==> config.mk <==
export PLATFORM = sky130hd
export DESIGN_NAME = look_disk_request_scheduler_unit
export DESIGN_NICKNAME = d
export VERILOG_FILES = /design/src/rtl/lds_pkg.sv /design/src/rtl/lds_ram.sv /design/src/rtl/lds_pick.sv /design/src/rtl/look_disk_request_scheduler_unit.sv
export SDC_FILE = /design/constraint.sdc
export NUM_CORES = 2
export LEC_CHECK = 0
export BUFFER_PORTS_ARGS = -buffer_cell sky130_fd_sc_hd__buf_2
export CORE_AREA = 2 2 462 464
export CTS_CLUSTER_SIZE = 24
export DETAILED_ROUTE_END_ITERATION = 10
export DIE_AREA = 0 0 464 466
export GPL_ROUTABILITY_DRIVEN = 0
export HOLD_SLACK_MARGIN = 0.1
export MAX_ROUTING_LAYER = met4
export PLACE_DENSITY_LB_ADDON = 0.08
export SLEW_MARGIN = 40
export SYNTH_ARGS = -nofsm -noshare
export SYNTH_HDL_FRONTEND = slang
export SYNTH_SLANG_ARGS = --single-unit
==> constraint.sdc <==
create_clock -name clock -period 15.95 [get_ports clock]
set_input_delay 2.3925 -clock clock [delete_from_list [all_inputs] [get_ports clock]]
set_output_delay 2.3925 -clock clock [all_outputs]
set_load 0.02 [all_outputs]
==> src/rtl/lds_pkg.sv <==
package lds_pkg;

   // field widths fixed at the ports
   localparam int SEC_W     = 48;
   localparam int LEN_W     = 16;
   localparam int CNT_OUT_W = 6;

   // defaults for the top level parameters
   localparam int QUEUE_DEPTH_DEF = 32;
   localparam int LBA_BITS_DEF    = 48;

   typedef enum logic {
      OP_ADD      = 1'b0,
      OP_DISPATCH = 1'b1
   } lds_op_type;

   typedef enum logic [1:0] {
      ST_ADDED      = 2'd0,
      ST_FULL       = 2'd1,
      ST_DISPATCHED = 2'd2,
      ST_EMPTY      = 2'd3
   } lds_status_type;

   typedef enum logic [2:0] {
      S_IDLE,
      S_FREE,
      S_SCAN,
      S_DRAIN,
      S_DECIDE,
      S_FIX,
      S_FIX_DRAIN
   } lds_state_type;

   typedef struct packed {
      lds_op_type        opcode;
      logic [SEC_W-1:0]  req_sector;
      logic [LEN_W-1:0]  req_length;
   } lds_req_type;

   typedef struct packed {
      lds_status_type        status;
      logic [SEC_W-1:0]      out_sector;
      logic [LEN_W-1:0]      out_length;
      logic                  sweep_up_now;
      logic [CNT_OUT_W-1:0]  pending_count;
   } lds_rsp_type;

   // control from the sequencer to the picker
   typedef struct packed {
      logic clear;
      logic sample;
      logic sweep_up;
      logic lone;
   } lds_pick_ctl_type;

   // picker verdict
   typedef struct packed {
      logic found;
      logic flip;
   } lds_pick_stat_type;

endpackage

==> src/rtl/lds_ram.sv <==
module lds_ram #(
   parameter int WIDTH = 8,
   parameter int DEPTH = 32
) (
   input  logic                     clock,
   input  logic                     wr_en,
   input  logic [$clog2(DEPTH)-1:0] wr_addr,
   input  logic [WIDTH-1:0]         wr_data,
   input  logic [$clog2(DEPTH)-1:0] rd_addr,
   output logic [WIDTH-1:0]         rd_data
);

   logic [WIDTH-1:0] mem_ff [DEPTH];
   logic [WIDTH-1:0] rd_data_ff;

   // one write port, one registered read port
   always_ff @(posedge clock) begin
      if (wr_en) begin
         mem_ff[wr_addr] <= wr_data;
      end
      rd_data_ff <= mem_ff[rd_addr];
   end

   assign rd_data = rd_data_ff;

endmodule

==> src/rtl/lds_pick.sv <==
module lds_pick
   import lds_pkg::*;
#(
   parameter int QUEUE_DEPTH = QUEUE_DEPTH_DEF,
   parameter int LBA_BITS    = LBA_BITS_DEF
) (
   input  logic                           clock,
   input  logic                           reset,
   input  lds_pick_ctl_type               ctl,
   input  logic [LBA_BITS-1:0]            head,
   input  logic [$clog2(QUEUE_DEPTH)-1:0] e_idx,
   input  logic [LBA_BITS-1:0]            e_sector,
   input  logic [LEN_W-1:0]               e_length,
   input  logic [$clog2(QUEUE_DEPTH)-1:0] e_age,
   output lds_pick_stat_type              stat,
   output logic [$clog2(QUEUE_DEPTH)-1:0] sel_idx,
   output logic [LBA_BITS-1:0]            sel_sector,
   output logic [LEN_W-1:0]               sel_length,
   output logic [$clog2(QUEUE_DEPTH)-1:0] sel_age
);

   localparam int IDX_W = $clog2(QUEUE_DEPTH);

   // best ahead of the head (a) and best extreme for the reversed sweep (b)
   logic                a_fnd_ff, a_fnd_in;
   logic [IDX_W-1:0]    a_idx_ff;
   logic [LBA_BITS-1:0] a_sec_ff;
   logic [LEN_W-1:0]    a_len_ff;
   logic [IDX_W-1:0]    a_age_ff;
   logic                b_fnd_ff, b_fnd_in;
   logic [IDX_W-1:0]    b_idx_ff;
   logic [LBA_BITS-1:0] b_sec_ff;
   logic [LEN_W-1:0]    b_len_ff;
   logic [IDX_W-1:0]    b_age_ff;

   logic a_cand, a_beat, a_take;
   logic b_beat, b_take;

   // compare the incoming entry against both running bests
   always_comb begin
      a_cand = ctl.sweep_up ? (e_sector > head) : (e_sector < head);
      a_beat = ctl.sweep_up ? (e_sector < a_sec_ff) : (e_sector > a_sec_ff);
      b_beat = ctl.sweep_up ? (e_sector > b_sec_ff) : (e_sector < b_sec_ff);
      a_take = ctl.sample && a_cand &&
               (!a_fnd_ff || ((e_sector == a_sec_ff) ? (e_age < a_age_ff) : a_beat));
      b_take = ctl.sample &&
               (!b_fnd_ff || ((e_sector == b_sec_ff) ? (e_age < b_age_ff) : b_beat));
      a_fnd_in = ctl.clear ? 1'b0 : (a_fnd_ff || a_take);
      b_fnd_in = ctl.clear ? 1'b0 : (b_fnd_ff || b_take);
   end

   always_ff @(posedge clock) begin
      if (reset) begin
         a_fnd_ff <= 1'b0;
         b_fnd_ff <= 1'b0;
      end else begin
         a_fnd_ff <= a_fnd_in;
         b_fnd_ff <= b_fnd_in;
      end
   end

   // payload of the running bests
   always_ff @(posedge clock) begin
      if (a_take) begin
         a_idx_ff <= e_idx;
         a_sec_ff <= e_sector;
         a_len_ff <= e_length;
         a_age_ff <= e_age;
      end
      if (b_take) begin
         b_idx_ff <= e_idx;
         b_sec_ff <= e_sector;
         b_len_ff <= e_length;
         b_age_ff <= e_age;
      end
   end

   // lone request goes straight out, otherwise ahead first, then reverse
   always_comb begin
      if (ctl.lone || !a_fnd_ff) begin
         stat.found = b_fnd_ff;
         stat.flip  = b_fnd_ff && !ctl.lone;
         sel_idx    = b_idx_ff;
         sel_sector = b_sec_ff;
         sel_length = b_len_ff;
         sel_age    = b_age_ff;
      end else begin
         stat.found = 1'b1;
         stat.flip  = 1'b0;
         sel_idx    = a_idx_ff;
         sel_sector = a_sec_ff;
         sel_length = a_len_ff;
         sel_age    = a_age_ff;
      end
   end

endmodule

==> src/rtl/look_disk_request_scheduler_unit.sv <==
// LOOK disk request scheduler
// Input channel: req_item carries opcode, req_sector and req_length. An item is
// taken at a rising edge with start high and busy low; busy stays high until
// the item is fully worked off.
// Result channel: rsp_item is valid for exactly one cycle while rsp_strobe is
// high. The receiver cannot hold results off, so it must take every strobe.
// Every item gives exactly one result.
// A full-queue add or an empty dispatch answers in the cycle after accept.
// An add walks the valid bits for the first free slot, one slot a cycle, and
// answers once it finds one.
// A dispatch reads every slot of the request memory once (one read port, one
// slot a cycle) and answers with the chosen request; the block then stays
// busy while a second pass over the memory renumbers the queue order, so the
// next item is taken only once that pass is done.
// Reset empties the queue, parks the head at sector zero and sets the sweep
// upward; memory contents are not cleared, slots are only used once written.
module look_disk_request_scheduler_unit
   import lds_pkg::*;
#(
   parameter int QUEUE_DEPTH = QUEUE_DEPTH_DEF,
   parameter int LBA_BITS    = LBA_BITS_DEF
) (
   input  logic        clock,
   input  logic        reset,
   input  logic        start,
   output logic        busy,
   input  lds_req_type req_item,
   output logic        rsp_strobe,
   output lds_rsp_type rsp_item
);

   localparam int IDX_W   = $clog2(QUEUE_DEPTH);
   localparam int CNT_W   = $clog2(QUEUE_DEPTH + 1);
   localparam int AGE_W   = IDX_W;
   localparam int ENTRY_W = LBA_BITS + LEN_W + AGE_W;

   lds_state_type          state_ff, state_in;
   logic [IDX_W-1:0]       idx_ff, idx_in;
   logic                   rd_vld_ff, rd_vld_in;
   logic [IDX_W-1:0]       rd_idx_ff, rd_idx_in;
   logic [QUEUE_DEPTH-1:0] valid_ff, valid_in;
   logic [CNT_W-1:0]       held_ff, held_in;
   logic [LBA_BITS-1:0]    head_ff, head_in;
   logic                   sweep_up_ff, sweep_up_in;
   lds_req_type            cmd_ff, cmd_in;
   logic [IDX_W-1:0]       sel_idx_ff, sel_idx_in;
   logic [AGE_W-1:0]       sel_age_ff, sel_age_in;
   lds_rsp_type            rsp_ff, rsp_in;
   logic                   strobe_ff, strobe_in;

   logic                   ram_we;
   logic [IDX_W-1:0]       ram_waddr;
   logic [ENTRY_W-1:0]     ram_wdata;
   logic [ENTRY_W-1:0]     ram_rdata;
   logic [LBA_BITS-1:0]    rd_sector;
   logic [LEN_W-1:0]       rd_length;
   logic [AGE_W-1:0]       rd_age;

   lds_pick_ctl_type       pick_ctl;
   lds_pick_stat_type      pick_stat;
   logic [IDX_W-1:0]       pick_idx;
   logic [LBA_BITS-1:0]    pick_sector;
   logic [LEN_W-1:0]       pick_length;
   logic [AGE_W-1:0]       pick_age;

   function automatic lds_rsp_type pack_rsp(lds_status_type st,
                                            logic [LBA_BITS-1:0] sec,
                                            logic [LEN_W-1:0] len,
                                            logic up,
                                            logic [CNT_W-1:0] cnt);
      lds_rsp_type r;
      r.status        = st;
      r.out_sector    = SEC_W'(sec);
      r.out_length    = len;
      r.sweep_up_now  = up;
      r.pending_count = CNT_OUT_W'(cnt);
      return r;
   endfunction

   // request memory: sector, length and queue order of each slot
   lds_ram #(
      .WIDTH (ENTRY_W),
      .DEPTH (QUEUE_DEPTH)
   ) u_slots (
      .clock   (clock),
      .wr_en   (ram_we),
      .wr_addr (ram_waddr),
      .wr_data (ram_wdata),
      .rd_addr (idx_ff),
      .rd_data (ram_rdata)
   );

   assign rd_sector = ram_rdata[ENTRY_W-1 -: LBA_BITS];
   assign rd_length = ram_rdata[AGE_W+LEN_W-1 -: LEN_W];
   assign rd_age    = ram_rdata[AGE_W-1:0];

   // running best search over the scanned slots
   lds_pick #(
      .QUEUE_DEPTH (QUEUE_DEPTH),
      .LBA_BITS    (LBA_BITS)
   ) u_pick (
      .clock      (clock),
      .reset      (reset),
      .ctl        (pick_ctl),
      .head       (head_ff),
      .e_idx      (rd_idx_ff),
      .e_sector   (rd_sector),
      .e_length   (rd_length),
      .e_age      (rd_age),
      .stat       (pick_stat),
      .sel_idx    (pick_idx),
      .sel_sector (pick_sector),
      .sel_length (pick_length),
      .sel_age    (pick_age)
   );

   // sequencer: next state and datapath control
   always_comb begin
      state_in    = state_ff;
      idx_in      = idx_ff;
      rd_vld_in   = 1'b0;
      rd_idx_in   = idx_ff;
      valid_in    = valid_ff;
      held_in     = held_ff;
      head_in     = head_ff;
      sweep_up_in = sweep_up_ff;
      cmd_in      = cmd_ff;
      sel_idx_in  = sel_idx_ff;
      sel_age_in  = sel_age_ff;
      rsp_in      = rsp_ff;
      strobe_in   = 1'b0;
      ram_we      = 1'b0;
      ram_waddr   = rd_idx_ff;
      ram_wdata   = {rd_sector, rd_length, rd_age - AGE_W'(1)};

      pick_ctl.clear    = 1'b0;
      pick_ctl.sample   = rd_vld_ff && valid_ff[rd_idx_ff] &&
                          (state_ff == S_SCAN || state_ff == S_DRAIN);
      pick_ctl.sweep_up = sweep_up_ff;
      pick_ctl.lone     = (held_ff == CNT_W'(1));

      case (state_ff)
         S_IDLE: begin
            if (start) begin
               cmd_in = req_item;
               idx_in = '0;
               if (req_item.opcode == OP_ADD) begin
                  if (held_ff == CNT_W'(QUEUE_DEPTH)) begin
                     rsp_in    = pack_rsp(ST_FULL, '0, '0, sweep_up_ff, held_ff);
                     strobe_in = 1'b1;
                  end else begin
                     state_in = S_FREE;
                  end
               end else begin
                  if (held_ff == '0) begin
                     rsp_in    = pack_rsp(ST_EMPTY, '0, '0, sweep_up_ff, held_ff);
                     strobe_in = 1'b1;
                  end else begin
                     pick_ctl.clear = 1'b1;
                     state_in       = S_SCAN;
                  end
               end
            end
         end
         // first free slot takes the new request
         S_FREE: begin
            if (!valid_ff[idx_ff]) begin
               ram_we           = 1'b1;
               ram_waddr        = idx_ff;
               ram_wdata        = {LBA_BITS'(cmd_ff.req_sector), cmd_ff.req_length,
                                   AGE_W'(held_ff)};
               valid_in[idx_ff] = 1'b1;
               held_in          = held_ff + CNT_W'(1);
               rsp_in           = pack_rsp(ST_ADDED, '0, '0, sweep_up_ff, held_in);
               strobe_in        = 1'b1;
               state_in         = S_IDLE;
            end else begin
               idx_in = idx_ff + IDX_W'(1);
            end
         end
         // read every slot into the picker
         S_SCAN: begin
            rd_vld_in = 1'b1;
            if (idx_ff == IDX_W'(QUEUE_DEPTH - 1)) begin
               state_in = S_DRAIN;
            end else begin
               idx_in = idx_ff + IDX_W'(1);
            end
         end
         S_DRAIN: begin
            state_in = S_DECIDE;
         end
         // take the chosen request out of the queue
         S_DECIDE: begin
            if (pick_stat.found) begin
               valid_in[pick_idx] = 1'b0;
               held_in            = held_ff - CNT_W'(1);
               head_in            = pick_sector + LBA_BITS'(pick_length);
               sweep_up_in        = pick_stat.flip ? !sweep_up_ff : sweep_up_ff;
               sel_idx_in         = pick_idx;
               sel_age_in         = pick_age;
               rsp_in             = pack_rsp(ST_DISPATCHED, pick_sector, pick_length,
                                             sweep_up_in, held_in);
               strobe_in          = 1'b1;
               idx_in             = '0;
               state_in           = S_FIX;
            end else begin
               rsp_in    = pack_rsp(ST_EMPTY, '0, '0, sweep_up_ff, held_ff);
               strobe_in = 1'b1;
               state_in  = S_IDLE;
            end
         end
         // renumber queue order: later requests move up by one
         S_FIX: begin
            rd_vld_in = 1'b1;
            ram_we    = rd_vld_ff && valid_ff[rd_idx_ff] && (rd_age > sel_age_ff);
            if (idx_ff == IDX_W'(QUEUE_DEPTH - 1)) begin
               state_in = S_FIX_DRAIN;
            end else begin
               idx_in = idx_ff + IDX_W'(1);
            end
         end
         S_FIX_DRAIN: begin
            ram_we   = rd_vld_ff && valid_ff[rd_idx_ff] && (rd_age > sel_age_ff);
            state_in = S_IDLE;
         end
         default: begin
            state_in = S_IDLE;
         end
      endcase
   end

   // control registers
   always_ff @(posedge clock) begin
      if (reset) begin
         state_ff    <= S_IDLE;
         rd_vld_ff   <= 1'b0;
         valid_ff    <= '0;
         held_ff     <= '0;
         head_ff     <= '0;
         sweep_up_ff <= 1'b1;
         strobe_ff   <= 1'b0;
      end else begin
         state_ff    <= state_in;
         rd_vld_ff   <= rd_vld_in;
         valid_ff    <= valid_in;
         held_ff     <= held_in;
         head_ff     <= head_in;
         sweep_up_ff <= sweep_up_in;
         strobe_ff   <= strobe_in;
      end
   end

   // payload registers
   always_ff @(posedge clock) begin
      idx_ff     <= idx_in;
      rd_idx_ff  <= rd_idx_in;
      cmd_ff     <= cmd_in;
      sel_idx_ff <= sel_idx_in;
      sel_age_ff <= sel_age_in;
      rsp_ff     <= rsp_in;
   end

   assign busy       = (state_ff != S_IDLE);
   assign rsp_strobe = strobe_ff;
   assign rsp_item   = rsp_ff;

   // valid bits and held count agree whenever no item is at work
   a_count_match: assert property (@(posedge clock) disable iff (reset)
      (state_ff == S_IDLE) |-> ($countones(valid_ff) == held_ff))
      else $error("valid bits and held count disagree");

   a_held_max: assert property (@(posedge clock) disable iff (reset)
      held_ff <= CNT_W'(QUEUE_DEPTH))
      else $error("held count beyond queue depth");

   // the removed slot must not be renumbered
   a_fix_removed: assert property (@(posedge clock) disable iff (reset)
      (state_ff == S_FIX || state_ff == S_FIX_DRAIN) |-> !valid_ff[sel_idx_ff])
      else $error("dispatched slot still valid during renumbering");

   a_add_count: assert property (@(posedge clock) disable iff (reset)
      (rsp_strobe && rsp_item.status == ST_ADDED) |->
         (held_ff == $past(held_ff) + CNT_W'(1)))
      else $error("add did not raise the held count");

   a_disp_count: assert property (@(posedge clock) disable iff (reset)
      (rsp_strobe && rsp_item.status == ST_DISPATCHED) |->
         (held_ff == $past(held_ff) - CNT_W'(1)))
      else $error("dispatch did not lower the held count");

endmodule
; ---- After elaboration in Yosys (flattened, before gate mapping)
; Memory sizes are Yosys's and may differ from the RTL's. A register that Yosys moved wholly into a read port is not among the register bits.
; Index checks and enable logic that the tools add are counted.
[totals]
ff_bits = 394
ram_bits = 2208
latch_bits = 0
inputBits = 68
word_cells = 170
memories = 1
mem_bits_ro = 0
[memory_table]
columns = memory, words, width, rd, rd_clocked_by_memory_dff, write_ports, line
row1 = u_slots.mem_ff, 32, 69, 1, 1, 1, lds_ram.sv:13  ; logic [WIDTH-1:0] mem_ff [DEPTH];
[classes]
eq_ne = 22
div_mod_pow = 0
shift = 0
n_addsub = 5
n_lt_le_gt_ge = 14
muxes = 64
reduce_logical = 34
n_mul = 0
bitwise = 3
[ops]
columns = op, n
row1 = $mux 73, 5
row2 = $pmux 73 s3, 1
row3 = $gt 48x48->1, 3
row4 = $lt 48x48->1, 3
row5 = $mux 69, 2
row6 = $eq 48x48->1, 2
row7 = $mux 72, 1
row8 = $mux 32, 2
row9 = $pmux 32 s2, 1
row10 = $add 48x16->48, 1
row11 = $mux 48, 1
row12 = $mux 5, 8
row13 = $and 32x32->32, 1
row14 = $not 32->32, 1
row15 = $or 32x32->32, 1
row16 = $mux 3, 8
row17 = $mux 1, 22
row18 = $pmux 5 s4, 1
row19 = $lt 5x6->1 const B, 3
row20 = $pmux 3 s6, 1
row21 = $mux 16, 1
row22 = $mux 6, 2
row23 = $ne 2x2->1 const B, 6
row24 = $ne 3x3->1 const B, 4
row25 = other kinds (33), 61

; ---- Depth between registers and ports, before layout
[depth]
ltp_word = 11
depth_mapped = 22

; ---- Hierarchy
; Synthesis repeated with hierarchy kept, for this count alone.
[unflattened]
hier_cells = 5246
area_unflattened_um2 = 106413.3
[modules_own_cells]
columns = module, seq_area_each_um2, area_each_um2, cells_per_inst, n_inst
row1 = lds_ram, 67684.9, 85104.1, 3333, 1
row2 = look_disk_request_scheduler_unit, 6356.1, 12149.2, 1074, 1
row3 = lds_pick, 4484.3, 9160.0, 839, 1

; ---- Least setup slack after synthesis
; No wires, ideal clock.
[synth_path]
path_kind = input to register
start = input port req_item[64] (netlist bit)
end = register strobe_ff, in the netlist rsp_strobe
cell_stages = 4
setup_time_ns = 0.100
slack_ns = 4.048
required_ns = 15.850
arrival_ns = 11.802
path_cell_list = xor2_1 > nand3_1 > a2111oi_1 > nor4b_2
[synth_via]
elab_chain_len = 3
[synth_rtl]
columns = item, line
row1 = from (decl), look_disk_request_scheduler_unit.sv:27  ; input lds_req_type req_item,
row2 = $mux 1, look_disk_request_scheduler_unit.sv:147  ; if (req_item.opcode == OP_ADD) begin
row3 = $mux 1, look_disk_request_scheduler_unit.sv:144  ; if (start) begin
row4 = $pmux 1 s3, look_disk_request_scheduler_unit.sv:142  ; case (state_ff)
row5 = to (signal assigned), look_disk_request_scheduler_unit.sv:250  ; strobe_ff <= strobe_in;
row6 = to (decl), look_disk_request_scheduler_unit.sv:49  ; logic strobe_ff, strobe_in;
; No other way between the ends.
; A chain may end at the register's enable or synchronous reset.

; ---- Final worst setup path
[layout_path]
start = register idx_ff[0]
end = memory u_slots.mem_ff[11][18] (netlist bit), enable pin
[layout_via]
elab_chain_len = 6
word_cells_on_any_way = 8
[layout_rtl]
columns = item, line
row1 = from (decl), look_disk_request_scheduler_unit.sv:38  ; logic [IDX_W-1:0] idx_ff, idx_in;
row2 = from (signal assigned), look_disk_request_scheduler_unit.sv:256  ; idx_ff <= idx_in;
row3 = $bmux 1 s5, look_disk_request_scheduler_unit.sv:167  ; if (!valid_ff[idx_ff]) begin
row4 = $mux 1 (implied by the code), look_disk_request_scheduler_unit.sv:167
row5 = $mux 1, look_disk_request_scheduler_unit.sv:167
row6 = $pmux 1 s2, look_disk_request_scheduler_unit.sv:142
row7 = $mux 1, lds_ram.sv:18  ; if (wr_en) begin
row8 = $mux 1 (implied by the code), lds_ram.sv:19  ; mem_ff[wr_addr] <= wr_data;
row9 = to (decl), lds_ram.sv:13
; Several ways; a longest one is shown, not always the timed one. The select of a mux whose other input is x is not followed.

==> summary.md <==
| Metric | Value |
|---|---|
| Sequential fraction of the synthesis area | 0.746 |
| Longest Clk Path Bufs | 4 |
| Synth area leaders | edfxtp_1, mux4_2, dfxtp_1, ha_1, a22oi_1 |
| Slew headroom | 0.322 |
| Total negative setup slack | 0 ps |
| Clock slew at reported path FFs | 60 ps |
| Drt via density | 6.31 |
| CP arrival | 6310 ps |
| Starting Density | 0.498 |
| Hold path cells | 2 |
| Setup ws final | 10,180 ps |
| Fmax achieved | 173 MHz |
| First-pass GRT wire length | 407,000 µm |
| Cts repair resizes | 0 |
| Most used cell, CP | buf_4 |
| CTS Buf Count | 294 |
| Gate Count Post-Synth | 5,430 |
| Via count | 55,400 |
| Core Area | 211,000 µm² |
| Final worst-path cycle share | 0.362 |
| Sw power | 6.29 mW |
| TritonCTS clock tree | built |
| Post-CTS Setup Bufs | 0 |
| Flops & latches, synth | 2,671 |
| Startpoint types | flip-flop |
| Layout cell share with drive strength beyond 1 | 0.231 |
| Fin area | 119,000 µm² |
| Largest net degree at the start of global routing | 110 |
| Crit path kind | reg2reg |
| Net Sw Frac | 0.305 |
| Per-cell routed wire length | 32.5 µm |
| Hpwl dp | 175,000 µm |
| Final hold viol count | 0 |
| DP Area | 110,000 µm² |
| FP Rows | 169 |
| Routed WL | 286,000 µm |
| Number of global-route vias before repair | 53,900 |
| Clk network pwr share | 0.310 |
| Post-synth EDFFs | 2,503 |
| Top FF cell, synth | edfxtp_1 |
| Post-Syn Nets | 5,683 |
| Slew Limit Fails | 0 |
| Count leader, synth | edfxtp_1 |
| Pwr dens | 173 nW/µm² |
| Worst-path maximum fanout | 44 |
| Final setup violation count | 0 |
| Async S/R FF share, synth | 0 |
| DR DRC count | 0 |
| Worst Hold Class | reg2reg |
| CTS root buffer | clkbuf_16 |
| Ports | 143 |
| Hold-fix buffers, CTS | 0 |
| Antenna Nets Post-Route | 0 |
| Slack of the worst reg-to-reg path | 10,180 ps |
| RSZ-0062 raised after global routing | no |
| Data required time of the worst path | 16,490 ps |
| Synth Warn # | 0 |
| Hold_ws | 452 ps |
| Crit path capture | u_slots.mem_ff[11][18] |
| Die Ht | 466 µm |
| Min cycle time layout | 5770 ps |
| Initial antenna violation count | 19 |
| Count of input and output buffers | 142 |
| Filler instances | 15,800 |
| H-tree depth | 5 |
| Worst path cell trace | buf_6 -> mux4_2 -> a22o_1 -> nor4_4 -> buf_4 -> a32oi_1 -> buf_4 -> nor2_4 -> buf_4 -> buf_4 |
| Total power | 20.6 mW |
| Status | completed |
| TritonCTS sink count | 2,671 |
| Mean Syn Cell Area | 19.4 µm² |
| RR Endpoint | u_slots.mem_ff[11][18] |
| Sequential fraction of design power | 0.454 |
| Die area | 216,000 µm² |
| Critical path origin | idx_ff[0] |
| Synth Cell Area | 105,000 µm² |
| Unique masters post-synth | 81 |
| CP max-delay cell | buf_4 |
| Worst-margin pin slew | 1020 ps |
| Reg2reg start | idx_ff[0] |
| Area share of the largest cell type after synthesis | 0.714 |
| Int Pwr | 14.3 mW |
| Max Clock Skew | 58.8 ps |
| Pre-CTS setup slack | 10,130 ps |
| Overall routing resource usage | 0.272 |
| Top post-synthesis cells by count | edfxtp_1, mux4_2, a22oi_1 |
| Critical Path Sink Type | flip-flop |
| Chip Width | 464 µm |
| Area leader, netlist | edfxtp_1 |
| # nets final | 6,002 |
| Max VDD drop | 0.000134 V |
| Slowest stage delay, CP | 630 ps |
| Worst-skew pair later-pin latency | 930 ps |
| Layout area overhead | 13.6% |
| Gr ovfl total | 0 |
| R2R depth | 10 |
| Max Cap Viol | 0 |
| Drt first-iter violations | 7,424 |
| Combinational share of power | 0.236 |
| Leak | 38.4 nW |
| Router iterations before antenna repair | 6 |
-- through the flow --
stage               instances   util
floorplan                5430      -
global placement         8234  0.519
detailed placement       8267  0.522
CTS                      8775  0.565
global route             8789  0.566
finish                   8792  0.566
-- routing by layer --
layer | up-vias | share of wire | GRT usage
met5 | - | 0 | -
li1 | 23000 | - | -
met4 | 0 | 0.018 | 0.0562
met3 | 368 | 0.091 | 0.0498
met2 | 2582 | 0.45 | 0.391
met1 | 29500 | 0.44 | 0.411
-- critical path, delay by kind of cell, from the launching register on --
kind | cells | cell delay (ps)
simple gates | 2 | 950
compound gates | 2 | 730
flops | 1 | 410
mux | 1 | 580
buf+inv | 5 | 2620
-- how the worst min path moves through the flow --
stage / slack, ps / endpoint / start
6_report: 450 / head_ff[22] / head_ff[22]
5_1_grt: 480 / head_ff[42] / head_ff[42]
4_1_cts: 450 / head_ff[28] / head_ff[28]
3_5_place_dp: 450 / head_ff[30] / head_ff[30]
3_3_place_gp: 440 / head_ff[13] / head_ff[13]
2_1_floorplan: 360 / rd_idx_ff[3] / idx_ff[3]
-- layout make-up --
class	instances	area [µm²]	area share
inverters	179	672	0.00562
well taps	2821	3530	0.0295
clock buffers	398	8020	0.0671
flip-flops and latches	2671	78500	0.657
repair buffers	293	2400	0.0201
diodes	10	25.0	0.000209
clock inverters	110	923	0.00773
multi-input cells	2310	25400	0.212
-- layout by cell type (no fill, tap or decap), types with 14 or more instances in the layout --
cell and n:
edfxtp_1 2503, mux4_2 569, clkbuf_16 303, a22oi_1 287
nand2_1 201, ha_1 184, inv_1 177, dfxtp_1 168
a21oi_1 162, buf_2 143, nor2_1 113, nand4_1 104
clkbuf_1 87, buf_4 83, o21ai_0 62, nand3_1 60
mux2_2 59, clkinv_1 55, nor3_1 38, a211oi_1 38
a21o_1 36, a31oi_1 36, nor2_4 35, mux2i_1 31
xnor2_1 31, clkinv_2 27, buf_6 25, buf_8 22
and2_1 21, nor2b_1 20, and3_1 19, xor2_1 17
bufinv_16 16, o21a_1 14
-- logic make-up (layout without fill, tap and decap cells) --
logic type,Yosys count,in the layout,synth area share
flip-flops,2671,2671,0.746
AO/OA/AOI/OAI,717,717,0.0458
AND/OR/NAND/NOR,690,690,0.0328
multiplexers,670,670,0.132
buffers and inverters,449,980,0.0167
adder cells (fa/ha/maj),185,185,0.0221
XOR/XNOR,48,48,0.00400
other,0,10,0
-- sequential cells by signal, summed over array words and instances, names as in the netlist, 3 cells and up --
register         cells
idx_ff               5
u_pick.a_len_ff     16
u_pick.b_idx_ff      5
cmd_ff              64
u_pick.a_sec_ff     48
sel_age_ff           5
head_ff             48
u_pick.b_len_ff     16
u_pick.a_age_ff      5
held_ff              6
u_slots.rd_data     69
state_ff             3
valid_ff            32
u_pick.b_age_ff      5
u_pick.b_sec_ff     48
u_pick.a_idx_ff      5
rd_idx_ff            5
u_slots.mem_ff    2208
rsp_item            73
-- power by group through the flow --
stage          clock network (mW)  registers [mW]  logic (mW)
3_3_place_gp                    0            9.50        4.74
2_1_floorplan                   0            9.27        2.92
3_5_place_dp                    0            9.51        4.83
5_1_grt                      6.78            9.39        5.21
6_report                     6.40            9.37        4.88
4_1_cts                      6.50            9.36        4.85
No activity file was read; power rests on OpenSTA's default activity.
